`src/rtl/core/assert_macros.svh`:
```
// Assertion macros shared by the k-mer matcher RTL.
`ifndef ASSERT_MACROS_SVH
`define ASSERT_MACROS_SVH

// Check that a condition holds at every clock edge outside reset.
`define KHWM_ASSERT(name, expr, msg) \
  name: assert property (@(posedge clk) disable iff (rst) (expr)) else $error(msg);

// Check that a trigger on one edge is followed by a condition on the next.
`define KHWM_ASSERT_NEXT(name, trig, expr, msg) \
  name: assert property (@(posedge clk) disable iff (rst) (trig) |=> (expr)) else $error(msg);

`endif

```
`src/rtl/core/khwm_pkg.sv`:
```
// Shared types and constants of the k-mer Hamming window matcher.
package khwm_pkg;

  localparam int WIN_W     = 64;
  localparam int BASE_W    = 2;
  localparam int KLEN_W    = 6;
  localparam int DIST_W    = 6;
  localparam int PCNT_W    = 3;
  localparam int PIDX_W    = 2;
  localparam int PAT_SLOTS = 4;
  localparam int CFG_IDX_W = 3;

  // Result queue holds whole items; one item may carry up to four matches.
  localparam int QDEPTH  = 4;
  localparam int QPTR_W  = $clog2(QDEPTH);
  localparam int QCNT_W  = $clog2(QDEPTH + 1);

  // Configuration register indexes.
  localparam logic [CFG_IDX_W-1:0] CFG_KMER_LEN  = 3'd0;
  localparam logic [CFG_IDX_W-1:0] CFG_MAX_MM    = 3'd1;
  localparam logic [CFG_IDX_W-1:0] CFG_PAT_COUNT = 3'd2;
  localparam logic [CFG_IDX_W-1:0] CFG_PAT0      = 3'd3;

  // Register values after reset.
  localparam logic [KLEN_W-1:0] RST_KMER_LEN  = 6'd8;
  localparam logic [DIST_W-1:0] RST_MAX_MM    = 6'd2;
  localparam logic [PCNT_W-1:0] RST_PAT_COUNT = 3'd1;

  typedef logic [BASE_W-1:0] base_t;

  // One queued item: aligned window plus per-pattern hit flag and distance.
  typedef struct packed {
    logic [WIN_W-1:0]                   window;
    logic [PAT_SLOTS-1:0]               hit;
    logic [PAT_SLOTS-1:0][DIST_W-1:0]   dists;
  } rec_t;

endpackage

```
`src/rtl/core/khwm_result_queue.sv`:
```
// Item queue that unpacks each queued item into one result per matching pattern.
module khwm_result_queue (
  input  logic                          clk,
  input  logic                          rst,
  input  logic                          push,
  input  khwm_pkg::rec_t                rec,
  output logic [khwm_pkg::QCNT_W-1:0]   count,
  output logic                          result_valid,
  input  logic                          result_stall,
  output logic [khwm_pkg::PIDX_W-1:0]   pattern_index,
  output logic [khwm_pkg::WIN_W-1:0]    window_bases,
  output logic [khwm_pkg::DIST_W-1:0]   mismatches,
  output logic                          last_match
);
  import khwm_pkg::*;

  rec_t                    mem [QDEPTH];
  logic [QPTR_W-1:0]       wr_ptr;
  logic [QPTR_W-1:0]       rd_ptr;
  logic [PAT_SLOTS-1:0]    done;
  rec_t                    head;
  logic [PAT_SLOTS-1:0]    rem;
  logic [PIDX_W-1:0]       cur;
  logic [PAT_SLOTS-1:0]    cur_bit;
  logic                    pop_xfer;
  logic                    pop;

  assign head = mem[rd_ptr];
  assign rem  = head.hit & ~done;

  // Lowest pending pattern goes first.
  always_comb begin
    cur = '0;
    for (int i = PAT_SLOTS - 1; i >= 0; i--) begin
      if (rem[i]) cur = PIDX_W'(i);
    end
  end

  assign cur_bit       = PAT_SLOTS'(1) << cur;
  assign result_valid  = count != '0;
  assign pattern_index = cur;
  assign window_bases  = head.window;
  assign mismatches    = head.dists[cur];
  assign last_match    = (rem & ~cur_bit) == '0;
  assign pop_xfer      = result_valid && !result_stall;
  assign pop           = pop_xfer && last_match;

  always_ff @(posedge clk) begin
    if (push) begin
      mem[wr_ptr] <= rec;
    end
  end

  always_ff @(posedge clk) begin
    if (rst) begin
      wr_ptr <= '0;
      rd_ptr <= '0;
      count  <= '0;
      done   <= '0;
    end else begin
      if (push) wr_ptr <= wr_ptr + QPTR_W'(1);
      if (pop)  rd_ptr <= rd_ptr + QPTR_W'(1);
      count <= count + QCNT_W'(push) - QCNT_W'(pop);
      if (pop) begin
        done <= '0;
      end else if (pop_xfer) begin
        done <= done | cur_bit;
      end
    end
  end

  `include "assert_macros.svh"

  `KHWM_ASSERT(a_no_push_full, !push || (count < QCNT_W'(QDEPTH)), "push into full queue")
  `KHWM_ASSERT(a_head_pending, !result_valid || (rem != '0), "queued item has no pending match")
  `KHWM_ASSERT_NEXT(a_done_clear, pop, done == '0, "pending mask not cleared after item drained")

endmodule

```
`config.mk`:
```
export PLATFORM = sky130hd
export DESIGN_NAME = khwm_result_queue
export DESIGN_NICKNAME = d
export VERILOG_FILES = /design/src/rtl/core/khwm_pkg.sv /design/src/rtl/core/khwm_result_queue.sv
export VERILOG_INCLUDE_DIRS = /design/src /design/src/rtl/core
export SDC_FILE = /design/constraint.sdc
export NUM_CORES = 1
export LEC_CHECK = 0
export ABC_AREA = 1
export BUFFER_PORTS_ARGS = -buffer_cell sky130_fd_sc_hd__buf_2
export CAP_MARGIN = 10
export CORE_UTILIZATION = 51
export DETAILED_ROUTE_END_ITERATION = 12
export GPL_ROUTABILITY_DRIVEN = 0
export GPL_TIMING_DRIVEN = 1
export PLACE_DENSITY = 0.73
export SLEW_MARGIN = 20
export SYNTH_ARGS = -nofsm -noshare
export SYNTH_HDL_FRONTEND = slang
export SYNTH_SLANG_ARGS = --single-unit
```
`constraint.sdc`:
```
create_clock -name clk -period 5.16 [get_ports clk]
set_input_delay 0.516 -clock clk [delete_from_list [all_inputs] [get_ports clk]]
set_output_delay 0.516 -clock clk [all_outputs]
set_load 0.05 [all_outputs]
```
==> metrics.md <==
| Metric | Value |
|---|---|
| CP delay by family, top | simple AND/OR/NAND/NOR gates |
| Worst slew pin tran | ~1.0 ns |
| Congestion Overflow GR | 0 |
| CP Max Fanout | 42 |
| Slew HR | between 30 and 40% |
| Largest net degree at the start of global routing | 91 |
| Hold_buf cts | 0 |
| IO Port Bufs | 172 |
| Syn avg cell area | 14.0 sq um |
| Outcome | finished, final reports clean |
| Routed WL | 30300 um |
| Global-route wire length before repair | 46700 um |
| Initial antenna violation count | 10 |
| Pins over their slew limit | 0 |
| CTS root buf | clkbuf_16 |
| Leading cell type in the layout, fill and taps excluded | edfxtp_1 |
| CTS clock-pin slew for the worst setup and hold paths | 0.06 ns |
| DRC | 0 |
| Min-delay src | rec[44] |
| FILL cells | around 2100 |
| Post-Synth Simple-Gate Area | under 10% |
| Core Rows | 61 |
| Total Routing Usage GR | between 20% and 30% |
| Fin Setup TNS | 0 ns |
| Most frequent cells in the layout | edfxtp_1, nor2_1, o21ai_0, buf_2, o22ai_1 |
| #FFs+latches synth | ~380 |
| Reg2Reg Depth | 15 |
| WP data arrival | 3.19 ns |
| Clk sinks | around 380 |
| Xor/xnor share of the synthesized area | 0.182% |
| CP peak stage delay | ~0.87 ns |
| Peak Freq | 270 MHz |
| IO Count | 173 |
| Die Width | approximately 170 um |
| CTS tree | done |
| Hold Path Sink | mem[1][44] |
| Critical Path RT | 4.64 ns |
| Initial Util | 51.8% |
| Final HPWL DP | 16600 um |
| Compound-Gate Fraction of Synth Area | 11.0% |
| DRT antenna net count | 0 |
| Crit path cell chain | inv_2 > nand3_1 > nand2_1 > nand2_1 > inv_1 > nand2_1 > nand2_1 > nor3_2 > a22oi_1 > nand3_1 > buf_2 |
| Min-Delay Path Class | input port to flop |
| FF-to-FF End | count[2] |
| CTS Buf Count | 39 |
| CP Class | flop to primary output |
| Final hold vios | 0 |
| Share of post-route cells with drive strength above 1 | approximately a fifth |
| WHS | 0.199 ns |
| Worst setup EP type | primary output |
| Multiplexer share of the synthesized area | 0% |
| Worst clock skew | 0.0148 ns |
| WL per Instance | 18.9 um |
| P per Cell Area | between 500 and 600 nW/um^2 |
| Post-CTS Setup Bufs | 0 |
| Max-cap violations | 0 |
| Worst Path Buf+Inv | 3 |
| Adder-cell share of the synthesized area | 0.660% |
| Area post-placement | 15600 sq um |
| Fin crit share | 71.9% |
| Sequential area share after synthesis | 78.6% |
| Reg2reg setup slack | 2.08 ns |
| Cell count after synthesis | 1028 |
| Area Overhead vs Synth | 17.2% |
| Finished Layout Cells | 1602 |
| DIE HEIGHT | approximately 170 um |
| Crit start category | flop |
| Drt pass-1 iters | 5 |
| Minimum clock period | 3.71 ns |
| Nets | 1294 |
| H-tree levels | 2 |
| Mean number of vias per cell | around 5.5 |
| Die area | 28900 sq um |
| Final count of negative-setup-slack endpoints | 0 |
| Worst-Skew Late Latency | 0.53 ns |
| Fin area | 16900 sq um |
| Initial DRC Count | 744 |
| Hold Path Depth | 1 |
| RSZ-0062 raised after global routing | false |
| Largest family of logic cells by synthesized area | compound AO/OA/AOI/OAI gates |
| Clk buf depth | 3 |
| PostCTS Resize Cnt | 0 |
| Slowest-stage cell, CP | dfxtp_2 |
| Most used cell, CP | nand2_1 |
| Mapped cell area | 14400 sq um |
| Syn nets | between 1000 and 1500 |
| Pleak | 0.00603 uW |
| Core Util, Final | roughly three fifths |
| Worst path depth | 11 |
| Vias in the first global route | 8759 |
| Vias | 8843 |
| Cell total after placement | 1528 |
| Worst vdd ir | 461 uV |
| Syn. warnings | 0 |
| Core Region | 27800 sq um |
| Synth cell types | 28 |
## Yosys cell counts
cell      count  area share [%]
buf_2         7            0.24
xor2_1        3            0.18
ha_1          6            0.52
o21ai_1       4            0.14
o21ai_0     178             6.2
inv_2         1           0.026
a21oi_4       1            0.11
nand2_2       5            0.22
buf_4         1           0.052
dfxtp_1      13             1.8
buf_6         1           0.078
nand4_1       2           0.087
nor2_1      195             5.1
a21oi_1       7            0.24
clkbuf_1     45             1.2
nand3_2       1           0.070
nor2_4        1           0.078
nor2_2        1           0.043
a22oi_1       9            0.47
nand3_1       7            0.24
a31oi_1       1           0.043
inv_1        37            0.96
buf_1         6            0.16
nand2_1      38            0.99
fa_1          1            0.14
edfxtp_1    368              77
nor3_2        1           0.070
o22ai_1      88             3.8
## where the power goes
| part | total, uW | switching (uW) | internal [uW] |
|---|---|---|---|
| sequential | 3650 | 94.2 | 3560 |
| clock | 2810 | 1130 | 1680 |
| combinational | 3470 | 2720 | 753 |
| total | 9930 | 3940 | 5990 |
## worst reg2reg max path, cell delays in order, from the launching register on
cell and delay (ns):
dfxtp_2 0.87, inv_2 0.15, nor2_1 0.13, o21ai_1 0.10, a21oi_4 0.22, inv_1 0.07, nor2_1 0.09, inv_1 0.08
nand3_2 0.11, inv_1 0.06, ha_1 0.26, inv_1 0.04, ha_1 0.18, fa_1 0.40, xor2_1 0.16, nor2_1 0.05
## metrics by stage
stage / setup slack, ns / total power [uW]
2_1_floorplan: 2.19 / 6310
4_1_cts: 1.46 / 9980
5_1_grt: 1.29 / 10400
3_3_place_gp: 2.08 / 7150
3_5_place_dp: 2.03 / 7190
6_report: 1.45 / 9930
## how the worst max path moves through the flow
| stage | start | end | slack (ns) |
|---|---|---|---|
| final | flop | mismatches[5] | 1.45 |
| after global routing | flop | mismatches[5] | 1.29 |
| after CTS | flop | mismatches[5] | 1.46 |
| after detailed placement | flop | mismatches[5] | 2.03 |
| after global placement | flop | mismatches[4] | 2.08 |
| after floorplan | flop | mismatches[0] | 2.19 |
## logic make-up (layout without fill, tap and decap cells)
group / after synthesis / count (layout)
buf+inv: 98 / 291
compound gates: 288 / 288
flops: 381 / 381
other cells: 0 / 3
fa+ha+maj: 7 / 7
simple gates: 251 / 251
xor+xnor: 3 / 3
## cell type report
type                    count  area [sq um]  share of cell area, %
well taps                 378           473                   2.80
repair buffers            182           936                   5.55
clock buffers              49          1030                   6.13
diodes                      3          7.51                 0.0445
clock inverters            22           251                   1.49
flip-flops and latches    381         11300                   67.1
inverters                  38           155                  0.920
multi-input cells         549          2700                   16.0
## registers in the layout, indices dropped and copies added, names as in the netlist, named ones only
register,flops
rd_ptr,2
done,4
wr_ptr,2
mem,368
count,3
## layer usage
metal	global-route usage, %	part of all wire [%]
met3	6.05	7.7
met1	26.7	41
met2	34.5	48
met4	8.42	2.7
met5	0	0.28
(Power assumes the default switching activity.)
