--- config.mk ---
export PLATFORM = sky130hd
export DESIGN_NAME = khwm_cell
export DESIGN_NICKNAME = d
export VERILOG_FILES = /design/src/rtl/core/assert_macros.svh /design/src/rtl/core/khwm_pkg.sv /design/src/rtl/core/khwm_cell.sv
export SDC_FILE = /design/constraint.sdc
export NUM_CORES = 1
export LEC_CHECK = 0
export BUFFER_PORTS_ARGS = -buffer_cell sky130_fd_sc_hd__buf_2
export CORE_AREA = 2 2 106 108
export CTS_CLUSTER_SIZE = 16
export DETAILED_ROUTE_END_ITERATION = 16
export DIE_AREA = 0 0 108 110
export PLACE_DENSITY = 0.66
export RECOVER_POWER = 100
export SLEW_MARGIN = 10
export SYNTH_ARGS = -nofsm -noshare
export SYNTH_HDL_FRONTEND = slang
export SYNTH_SLANG_ARGS = --single-unit
--- constraint.sdc ---
create_clock -name clk -period 5.1 [get_ports clk]
set_input_delay 0.51 -clock clk [delete_from_list [all_inputs] [get_ports clk]]
set_output_delay 0.51 -clock clk [all_outputs]
set_load 0.01 [all_outputs]
--- src/rtl/core/assert_macros.svh ---
// Assertion macros shared by the k-mer matcher RTL.
`ifndef ASSERT_MACROS_SVH
`define ASSERT_MACROS_SVH

// Check that a condition holds at every clock edge outside reset.
`define KHWM_ASSERT(name, expr, msg) \
  name: assert property (@(posedge clk) disable iff (rst) (expr)) else $error(msg);

// Check that a trigger on one edge is followed by a condition on the next.
`define KHWM_ASSERT_NEXT(name, trig, expr, msg) \
  name: assert property (@(posedge clk) disable iff (rst) (trig) |=> (expr)) else $error(msg);

`endif

--- src/rtl/core/khwm_pkg.sv ---
// Shared types and constants of the k-mer Hamming window matcher.
package khwm_pkg;

  localparam int WIN_W     = 64;
  localparam int BASE_W    = 2;
  localparam int KLEN_W    = 6;
  localparam int DIST_W    = 6;
  localparam int PCNT_W    = 3;
  localparam int PIDX_W    = 2;
  localparam int PAT_SLOTS = 4;
  localparam int CFG_IDX_W = 3;

  // Result queue holds whole items; one item may carry up to four matches.
  localparam int QDEPTH  = 4;
  localparam int QPTR_W  = $clog2(QDEPTH);
  localparam int QCNT_W  = $clog2(QDEPTH + 1);

  // Configuration register indexes.
  localparam logic [CFG_IDX_W-1:0] CFG_KMER_LEN  = 3'd0;
  localparam logic [CFG_IDX_W-1:0] CFG_MAX_MM    = 3'd1;
  localparam logic [CFG_IDX_W-1:0] CFG_PAT_COUNT = 3'd2;
  localparam logic [CFG_IDX_W-1:0] CFG_PAT0      = 3'd3;

  // Register values after reset.
  localparam logic [KLEN_W-1:0] RST_KMER_LEN  = 6'd8;
  localparam logic [DIST_W-1:0] RST_MAX_MM    = 6'd2;
  localparam logic [PCNT_W-1:0] RST_PAT_COUNT = 3'd1;

  typedef logic [BASE_W-1:0] base_t;

  // One queued item: aligned window plus per-pattern hit flag and distance.
  typedef struct packed {
    logic [WIN_W-1:0]                   window;
    logic [PAT_SLOTS-1:0]               hit;
    logic [PAT_SLOTS-1:0][DIST_W-1:0]   dists;
  } rec_t;

endpackage

--- src/rtl/core/khwm_cell.sv ---
// One window cell: holds a base and its per-pattern mismatch flags.
module khwm_cell #(
  parameter int IDX     = 0,
  parameter int MAX_LEN = 32,
  parameter int NUM_PAT = 4
) (
  input  logic                                   clk,
  input  logic                                   shift,
  input  khwm_pkg::base_t                        base_in,
  input  logic [khwm_pkg::KLEN_W-1:0]            kmer_len,
  input  logic [NUM_PAT-1:0][khwm_pkg::WIN_W-1:0] patterns,
  output khwm_pkg::base_t                        base_q,
  output logic [NUM_PAT-1:0]                     mismatch
);
  import khwm_pkg::*;

  logic [KLEN_W:0]      pos;
  logic                 in_win;
  logic [KLEN_W-2:0]    sel;
  logic [NUM_PAT-1:0]   mismatch_next;

  // Cell IDX lines up with pattern base IDX + k - MAX_LEN once inside the window.
  assign pos    = (KLEN_W+1)'(IDX) + {1'b0, kmer_len};
  assign in_win = pos >= (KLEN_W+1)'(MAX_LEN);
  assign sel    = (KLEN_W-1)'(pos - (KLEN_W+1)'(MAX_LEN));

  always_comb begin
    for (int p = 0; p < NUM_PAT; p++) begin
      mismatch_next[p] = in_win && (base_in != patterns[p][{sel, 1'b0} +: BASE_W]);
    end
  end

  always_ff @(posedge clk) begin
    if (shift) begin
      base_q   <= base_in;
      mismatch <= mismatch_next;
    end
  end

endmodule

==> qor.csv, run 1 <==
metric;value;unit
Setup Crit Path Kind;in2reg;
critical path arrival;3.21;ns
Final Power;0.4374;mW
area leader, netlist;mux4_2;
Worst-path clk slew;0.04;ns
Routed Antenna Nets;0;
drt drc;0;
IO Port Bufs;271;
Post-CTS Setup Inserts;0;
I/O pin cnt;272;
critical path's top delay family;buffers and inverters;
Slew HR;19.47;%
max frequency;0.3084;GHz
top post-synthesis cells by area;mux4_2, edfxtp_1, mux2i_1;
antenna fix cells;0;
Bufs and invs on worst path;2;
Final setup viols;0;
vias per cell;4.887;
critical path peak fanout;54;
HP Start;kmer_len[5];
VDD IR max;0.08547;mV
post-synth cell types;10;
Hold EP;mismatch[1]$_DFFE_PP_;
Hold/Removal Path Class;in2reg;
CP max stage delay;0.89;ns
die height;110;um
mean post-synth cell area;18.13;sq um
post-DP HPWL;8841;um
effective utilization at floorplan;21.18;%
syn_nets;391;
Final Critical Period;3.242;ns
fin crit share;63.58;%
CTS Root Cell;clkbuf_8;
fin. max-slew vios;0;
routed len/inst;19.45;um
P_leak;1.731;nW
Iter 0 DRT Violations;73;
die width;108;um
PostCTS Resize Cnt;0;
mapped cell area;2266;sq um
Core Footprint;10700;sq um
Slowest cell on crit path;buf_2;
fillcell total;1086;
CTS max path bufs;2;
clock sink count;6;
Seq cells post-synth;6;
worst-path cell chain;buf_2 > clkbuf_1 > mux4_2 > mux4_2 > mux2i_1 > xor2_1 > a21boi_0;
post-synthesis cell count;125;
total negative slack;0;ns
CP endpoint kind;flip-flop;
GR Util All Layers;16.03;%
Routability Congestion;0.8207;
first-pass GRT wire length;14320;um
Congestion Overflow GR;0;
via count;2551;
largest net degree at the start of global routing;65;
most frequent CP cell;mux4_2;
Num CTS Buffers;3;
Hold Vio Cnt, Final;0;
Max Cap Viol;0;
Site Rows;38;
fin nets;650;
Post-CTS Hold Fix Bufs;0;
CTS H-tree depth;1;
WHS Path Cells;2;
initial antenna violation count;0;
Worst Tran Pin Value;1.208;ns
Syn. warnings;0;
total length of routed wires;10150;um
pwr dens;116.9;nW/um^2
Critical Path Source Type;input port;
post-synthesis sequential area ratio;7.951;%
status;finished clean;
Die ar.;11880;sq um
CTS tree;built;
vias in the first global route;2742;
RSZ-0062 raised after global routing;false;
Critical Path RT;5.06;ns
Synth top area share;79.51;%
DR pass1 iterations;4;
synth-to-layout area growth;65.10;%
layout cells sized above 1;90.58;%
## metal layers
metal	GRT usage, %	part of all wire [%]	up-vias
met5	0	0	-
met1	20.90	41	1279
met2	28.62	52	132
met4	1.923	0.70	0
met3	3.057	6.5	11
li1	-	-	1129
## how the worst max path moves through the flow
stage / from / to / slack, ns / cells past startpoint
4_1_cts: kmer_len[0] / mismatch[0]$_DFFE_PP_ / 1.93 / 6
3_3_place_gp: kmer_len[0] / mismatch[1]$_DFFE_PP_ / 1.74 / 6
6_report: kmer_len[1] / mismatch[2]$_DFFE_PP_ / 1.86 / 7
3_5_place_dp: kmer_len[0] / mismatch[0]$_DFFE_PP_ / 1.69 / 6
5_1_grt: kmer_len[1] / mismatch[2]$_DFFE_PP_ / 1.72 / 7
2_1_floorplan: kmer_len[1] / mismatch[0]$_DFFE_PP_ / 2.64 / 7
## cells by family after synthesis
| family | after synthesis | share of synthesized area (%) |
|---|---|---|
| AO/OA/AOI/OAI | 4 | 1.325 |
| XOR/XNOR | 8 | 3.092 |
| buffers and inverters | 19 | 4.583 |
| flip-flops | 6 | 7.951 |
| multiplexers | 88 | 83.05 |
## layout make-up
| cell class | instances | area, sq um | area share, % |
|---|---|---|---|
| Clock buffer | 3 | 41.29 | 1.104 |
| Sequential cell | 6 | 180.2 | 4.816 |
| Tap cell | 140 | 175.2 | 4.682 |
| Timing Repair Buffer | 273 | 1363 | 36.42 |
| Multi-Input combinational cell | 100 | 1982 | 52.98 |
## cell usage in the layout (no fill, tap or decap), drive strengths merged
cell type | synthesis | routed
xor2 | 8 | 8
mux4 | 80 | 80
buf | 13 | 263
a21boi | 4 | 4
edfxtp | 6 | 6
clkbuf | 6 | 13
mux2i | 8 | 8
## sequential cells by signal, summed over array words and instances (netlist names)
signal	flops
base_q	2
mismatch	4
## per-stage QoR
stage	setup WS (ns)	hold slack [ns]	instance area [sq um]	cells	util [%]
6_report	1.858	0.6647	3741	522	34.97
5_1_grt	1.718	0.7033	3741	522	34.97
4_1_cts	1.932	0.6015	3752	522	35.08
3_5_place_dp	1.692	0.8280	3711	519	34.69
3_3_place_gp	1.745	0.8293	3711	519	34.69
2_1_floorplan	2.642	0.6089	2266	125	-
## synthesized netlist by cell type
master,count
mux4_2,80
mux2i_1,8
xor2_1,8
buf_4,6
clkbuf_1,6
edfxtp_1,6
a21boi_1,4
buf_1,4
buf_2,2
buf_6,1
## power by group
group          total [mW]  leakage, nW  internal (mW)  switching, mW
clock network      0.0703       0.0216         0.0506         0.0196
logic               0.303         1.65          0.194          0.110
registers          0.0639       0.0584         0.0618        0.00206
total               0.437         1.73          0.306          0.131
Note: power is estimated with default switching activity, not from simulation.
==> inputs of run 2 (changes only) <==
- ABC_AREA: unset -> 1
- CORE_AREA: 2 2 106 108 -> 2 2 105 107
- DIE_AREA: 0 0 108 110 -> 0 0 107 109
- PLACE_DENSITY: 0.66 -> 0.77
- clock period: 5.1 -> 2.9 ns (I/O delays scaled with it)
==> run 2 against run 1 <==
  * Sequential power is 71% higher
  * Non-clock buffer count up 7
  * First-iteration DRC count grew to 4.8 times the previous value
  * Via count grew 99%
  * Sequential share of layout area decreased by 0.73 points
  * Wire length is 38% higher
  * Clock power rose by 79%
  * Die area down 1.8%
==> qor.csv, run 2 <==
metric;value;unit;change
CP endpoint kind;flip-flop;;unchanged
Post-synth EDFFs;6;;unchanged
CTS H-tree depth;1;;unchanged
Congestion Overflow GR;0;;unchanged
proportion of synthesized area in mux cells;0;%;was 83.05%
Final Power;0.8509;mW;was 0.4374 mW
pre-CTS setup slack;0.8001;ns;was 1.692 ns
CTS Root Cell;clkbuf_8;;unchanged
drt drc;0;;unchanged
Synth top area share;40.50;%;was 79.51%
clock sink count;6;;unchanged
CP endpoint;mismatch[1]$_DFFE_PP_;;was mismatch[2]$_DFFE_PP_
Num CTS Buffers;3;;unchanged
P_leak;2.663;nW;was 1.731 nW
die height;109;um;was 110 um
Non-Filler Instances;1038;;was 522
met3 WL;1100;um;was 664 um
Critical Path RT;2.86;ns;was 5.06 ns
DR pass1 iterations;4;;unchanged
top post-synthesis cells by area;nand2_1, nand3_1, edfxtp_1;;was mux4_2, edfxtp_1, mux2i_1
Top reg by flops;mismatch;;unchanged
largest net degree at the start of global routing;134;;was 65
Synth Area in XOR/XNOR;0;%;was 3.092%
post-synthesis adder-cell area fraction;0;%;unchanged
Die ar.;11660;sq um;was 11880 sq um
post-DP HPWL;10730;um;was 8841 um
Finished Cell Area;4413;sq um;was 3741 sq um
synth-to-layout area growth;44.73;%;was 65.10%
mean post-synth cell area;4.565;sq um;was 18.13 sq um
critical path arrival;2.12;ns;was 3.21 ns
antenna fix cells;0;;unchanged
status;finished clean;;unchanged
pwr dens;192.8;nW/um^2;was 116.9 nW/um^2
Gate power share;72.4;%;was 69.3%
Final Critical Period;2.159;ns;
fin nets;1166;;was 650
IO Port Bufs;271;;unchanged
Post-CTS Hold Fix Bufs;0;;unchanged
most common cell after layout, fill and taps aside;nand2_1;;was buf_2
Met1 Wirelength;5853;um;was 4124 um
Slew HR;47.62;%;was 19.47%
Syn. warnings;0;;unchanged
met2 WL;6836;um;was 5293 um
critical path peak fanout;46;;was 54
final worst slack;0.7408;ns;was 1.858 ns
most frequent cells in the layout;nand2_1, buf_2, nand3_1;;was buf_2, mux4_2, clkbuf_1
layout cells sized above 1;30.62;%;was 90.58%
Setup Crit Path Kind;in2reg;;unchanged
Hold Vio Cnt, Final;0;;unchanged
post-synthesis sequential area ratio;5.909;%;was 7.951%
total negative slack;0;ns;unchanged
post-synthesis cell count;668;;was 125
syn_nets;934;;was 391
effective utilization at floorplan;28.76;%;was 21.18%
Synth Area in Compound Gates;3.529;%;was 1.325%
switching power of the nets;0.3800;mW;was 0.1314 mW
initial antenna violation count;0;;unchanged
Core Footprint;10600;sq um;was 10700 sq um
area leader, netlist;nand2_1;;was mux4_2
PostCTS Resize Cnt;0;;unchanged
I/O pin cnt;272;;unchanged
die width;107;um;was 108 um
Seq pwr share;12.8;%;was 14.6%
first-pass GRT wire length;21290;um;was 14320 um
Clock Power Share;14.9;%;was 16.1%
DR top layer;met4;;unchanged
Final setup viols;0;;unchanged
max frequency;0.4631;GHz;
Post-DP Area;4389;sq um;was 3711 sq um
vias in the first global route;4532;;was 2742
GR Util All Layers;22.75;%;was 16.03%
fraction of registers with async set/reset;0;%;unchanged
max reg flops;4;;unchanged
Seq cells post-synth;6;;unchanged
Site Rows;38;;unchanged
CTS tree;built;;unchanged
via count;5071;;was 2551
sw frac;44.67;%;was 30.04%
CTS max path bufs;2;;unchanged
mapped cell area;3049;sq um;was 2266 sq um
top_reg_cell synth;edfxtp_1;;unchanged
total length of routed wires;14040;um;was 10150 um
Inst Count DP;1035;;was 519
Post-CTS Setup Inserts;0;;unchanged
main combinational cell family by area after synthesis;simple AND/OR/NAND/NOR gates;;was multiplexers
fin. max-slew vios;0;;unchanged
Routed Antenna Nets;0;;unchanged
post-synthesis simple-gate area fraction;76.28;%;was 0%
Iter 0 DRT Violations;351;;was 73
Max Cap Viol;0;;unchanged
vias per cell;4.885;;was 4.887
Synth top cells by count;nand2_1, nand3_1, nor2_1, inv_1, buf_2;;was mux4_2, mux2i_1, xor2_1
RSZ-0062 raised after global routing;false;;unchanged
routed len/inst;13.53;um;was 19.45 um
Worst Setup SP;kmer_len[0];;was kmer_len[1]
Worst Tran Pin Value;0.7845;ns;was 1.208 ns
Hold/Removal Path Class;in2reg;;unchanged
post-layout util;41.62;%;was 34.97%
Routability Congestion;0.8626;;was 0.8207
VDD IR max;0.1877;mV;was 0.08547 mV
cell with the most instances after synthesis;nand2_1;;was mux4_2
Internal Power;0.4708;mW;was 0.3060 mW
post-synth cell types;16;;was 10
Fin Hold WS;0.4616;ns;was 0.6647 ns
top flop regs;mismatch: 4 flops, base_q: 2 flops;;unchanged
Critical Path Source Type;input port;;unchanged
fin crit share;74.45;%;
Worst-path clk slew;0.04;ns;about the same
-- run 2: changes by cell type after synthesis, sizes merged --
cell	before	now
mux2i	8	0
nand3	0	182
a21boi	4	0
inv	0	29
buf	13	43
clkbuf	6	10
xor2	8	0
mux4	80	0
nand2	0	329
o211ai	0	1
o21ai	0	18
nor2	0	48
a21oi	0	2
-- run 2: final cells by class --
type	count	area, sq um
Fill cell	1225	6190
Multi-Input combinational cell	580	2434
Timing Repair Buffer	280	1474
Sequential cell	6	180.2
Tap cell	140	175.2
Inverter	29	108.9
Clock buffer	3	41.29
-- run 2: power groups by stage --
| stage | Sequential (mW) | Clock (mW) | Combinational [mW] |
|---|---|---|---|
| after floorplan | 0.114 | 0 | 0.354 |
| after CTS | 0.109 | 0.131 | 0.622 |
| after detailed placement | 0.110 | 0 | 0.620 |
| after global placement | 0.110 | 0 | 0.618 |
| final | 0.109 | 0.126 | 0.616 |
| after global routing | 0.110 | 0.134 | 0.697 |
-- run 2: routing by layer --
| metal | GRT usage [%] | vias to the layer above |
|---|---|---|
| met3 | 3.228 | 20 |
| met5 | 0 | - |
| li1 | - | 2596 |
| met4 | 5.659 | 0 |
| met1 | 27.13 | 2213 |
| met2 | 42.77 | 242 |
-- run 2: worst min-delay path by stage --
| stage | from | endpoint | cells past startpoint | slack, ns |
|---|---|---|---|---|
| floorplan | base_in[0] | base_q[0]$_DFFE_PP_ | 0 | 0.39 |
| global placement | base_in[0] | base_q[0]$_DFFE_PP_ | 1 | 0.61 |
| detailed placement | base_in[1] | base_q[1]$_DFFE_PP_ | 1 | 0.62 |
| CTS | base_in[1] | base_q[1]$_DFFE_PP_ | 1 | 0.39 |
| global route | kmer_len[5] | mismatch[0]$_DFFE_PP_ | 3 | 0.47 |
| finish | kmer_len[5] | mismatch[3]$_DFFE_PP_ | 3 | 0.46 |
-- run 2: kinds of logic after synthesis --
logic type | after synthesis
compound gates | 21
buf+inv | 82
flops | 6
simple gates | 559
-- run 2: critical path: stages --
cell	delay [ns]
clkbuf_1	0.12
inv_2	0.59
buf_12	0.29
nand2_1	0.12
nand3_1	0.08
nand3_1	0.07
nand2_1	0.09
nand2_1	0.05
nand2_1	0.09
nand2_1	0.06
nand2_1	0.07
nand2_1	0.05
nand2_1	0.07
a21oi_1	0.06
==> inputs of run 3 (changes only) <==
- clock period: 2.9 -> 1.9 ns (I/O delays scaled with it)
==> run 3 against run 2 <==
  * Combinational power increased by 59%
  * Power is 57% higher
  * Flip-flop and latch count did not move
  * Setup slack lost 0.49 ns
  * Critical path depth fell by 2
  * Largest power group unchanged
==> qor.csv, run 3 (synthesis results as in run 2) <==
metric;value;unit;change
status;finished clean;;unchanged
CTS H-tree depth;1;;unchanged
routed len/inst;13.44;um;was 13.53 um
GR Util All Layers;23.13;%;was 22.75%
DR pass1 iterations;5;;was 4
total length of routed wires;14160;um;was 14040 um
critical path arrival;1.62;ns;was 2.12 ns
PostCTS Resize Cnt;0;;unchanged
initial antenna violation count;0;;unchanged
Setup Crit Path Kind;in2reg;;unchanged
vias in the first global route;4621;;was 4532
M1 GR Usage;27.86;%;was 27.13%
Num CTS Buffers;3;;unchanged
Post-CTS Setup Inserts;0;;unchanged
Final setup viols;0;;unchanged
Worst Setup SP;kmer_len[0];;unchanged
top flop regs;mismatch: 4 flops, base_q: 2 flops;;unchanged
via count;5135;;was 5071
Routed Antenna Nets;0;;unchanged
Worst-path clk slew;0.04;ns;about the same
layout cells sized above 1;31.80;%;was 30.62%
Hold/Removal Path Class;in2reg;;unchanged
Routability Congestion;0.8658;;was 0.8626
synth-to-layout area growth;49.69;%;was 44.73%
CP endpoint;mismatch[2]$_DFFE_PP_;;was mismatch[1]$_DFFE_PP_
I/O pin cnt;272;;unchanged
Post-CTS Hold Fix Bufs;0;;unchanged
fin nets;1180;;was 1166
effective utilization at floorplan;28.76;%;unchanged
CTS tree;built;;unchanged
Die ar.;11660;sq um;unchanged
fin. max-slew vios;0;;unchanged
Iter 0 DRT Violations;345;;was 351
max reg flops;4;;unchanged
post-DP HPWL;11350;um;was 10730 um
IO Port Bufs;271;;unchanged
Critical Path RT;1.87;ns;was 2.86 ns
Non-Filler Instances;1053;;was 1038
largest net degree at the start of global routing;71;;was 134
M2 GR Usage;42.40;%;was 42.77%
RSZ-0062 raised after global routing;false;;unchanged
Inst Count DP;1049;;was 1035
vias per cell;4.877;;was 4.885
Critical Path Source Type;input port;;unchanged
most common cell after layout, fill and taps aside;nand2_1;;unchanged
drt drc;0;;unchanged
Hold Vio Cnt, Final;0;;unchanged
GRT busiest layer;met2;;unchanged
met3 usage;2.510;%;was 3.228%
Max Cap Viol;0;;unchanged
Final Critical Period;1.653;ns;
max frequency;0.6051;GHz;
fin crit share;86.98;%;
Top reg by flops;mismatch;;unchanged
most frequent cells in the layout;nand2_1, buf_2, nand3_1;;unchanged
WHS Path Cells;3;;unchanged
P_leak;2.748;nW;was 2.663 nW
CP endpoint kind;flip-flop;;unchanged
CTS max path bufs;2;;unchanged
VDD IR max;0.1521;mV;was 0.1877 mV
Slew HR;73.06;%;was 47.62%
clock sink count;6;;unchanged
Site Rows;38;;unchanged
die width;107;um;unchanged
first-pass GRT wire length;21680;um;was 21290 um
pwr dens;293.2;nW/um^2;was 192.8 nW/um^2
Worst Tran Pin Value;0.4041;ns;was 0.7845 ns
Core Footprint;10600;sq um;unchanged
CTS Root Cell;clkbuf_8;;unchanged
die height;109;um;unchanged
Congestion Overflow GR;0;;unchanged
total negative slack;0;ns;unchanged
critical path peak fanout;37;;was 46
run 3: layout make-up:
cell class	count	area, sq um
Fill cell	1203	6038
Tap cell	140	175.2
Antenna cell	1	2.502
Multi-Input combinational cell	580	2434
Sequential cell	6	180.2
Inverter	29	111.4
Timing Repair Buffer	294	1620
Clock buffer	3	41.29
run 3: routing by layer:
metal | part of all wire (%) | wire [um]
met3 | 7.3 | 1039
met5 | 0 | 0
met2 | 48 | 6757
met1 | 42 | 5985
met4 | 2.6 | 374
run 3: how the worst min path moves through the flow:
stage	from	endpoint
6_report	kmer_len[5]	mismatch[3]$_DFFE_PP_
3_5_place_dp	base_in[0]	base_q[0]$_DFFE_PP_
2_1_floorplan	base_in[0]	base_q[0]$_DFFE_PP_
5_1_grt	kmer_len[5]	mismatch[0]$_DFFE_PP_
3_3_place_gp	base_in[0]	base_q[0]$_DFFE_PP_
4_1_cts	base_in[0]	base_q[0]$_DFFE_PP_
run 3: where the power goes:
group	leakage, nW	switching [mW]	total [mW]	internal, mW
sequential	0.0584	0.00466	0.167	0.162
clock	0.0216	0.0576	0.194	0.136
combinational	2.67	0.528	0.977	0.449
total	2.75	0.591	1.34	0.748
run 3: worst max-delay path: stages:
cell	delay, ns
buf_4	0.11
buf_12	0.20
buf_4	0.30
nor2_1	0.08
nor2_1	0.08
o21ai_0	0.10
nand3_1	0.10
nand3_1	0.11
nand3_1	0.11
nand3_1	0.08
nand2_1	0.08
a21oi_1	0.06
run 3: metrics by stage:
stage          hold WS [ns]  utilization [%]  total power, mW  setup WS (ns)  instance area [sq um]
3_3_place_gp         0.5114            42.86            1.151        0.06246                   4544
2_1_floorplan        0.2889                -           0.7148         0.3837                   3049
3_5_place_dp         0.5087            42.86            1.156        0.05351                   4544
6_report             0.3326            43.05            1.338         0.2474                   4564
5_1_grt              0.3651            43.03            1.478        0.08296                   4562
4_1_cts              0.2809            43.25            1.359         0.2838                   4586
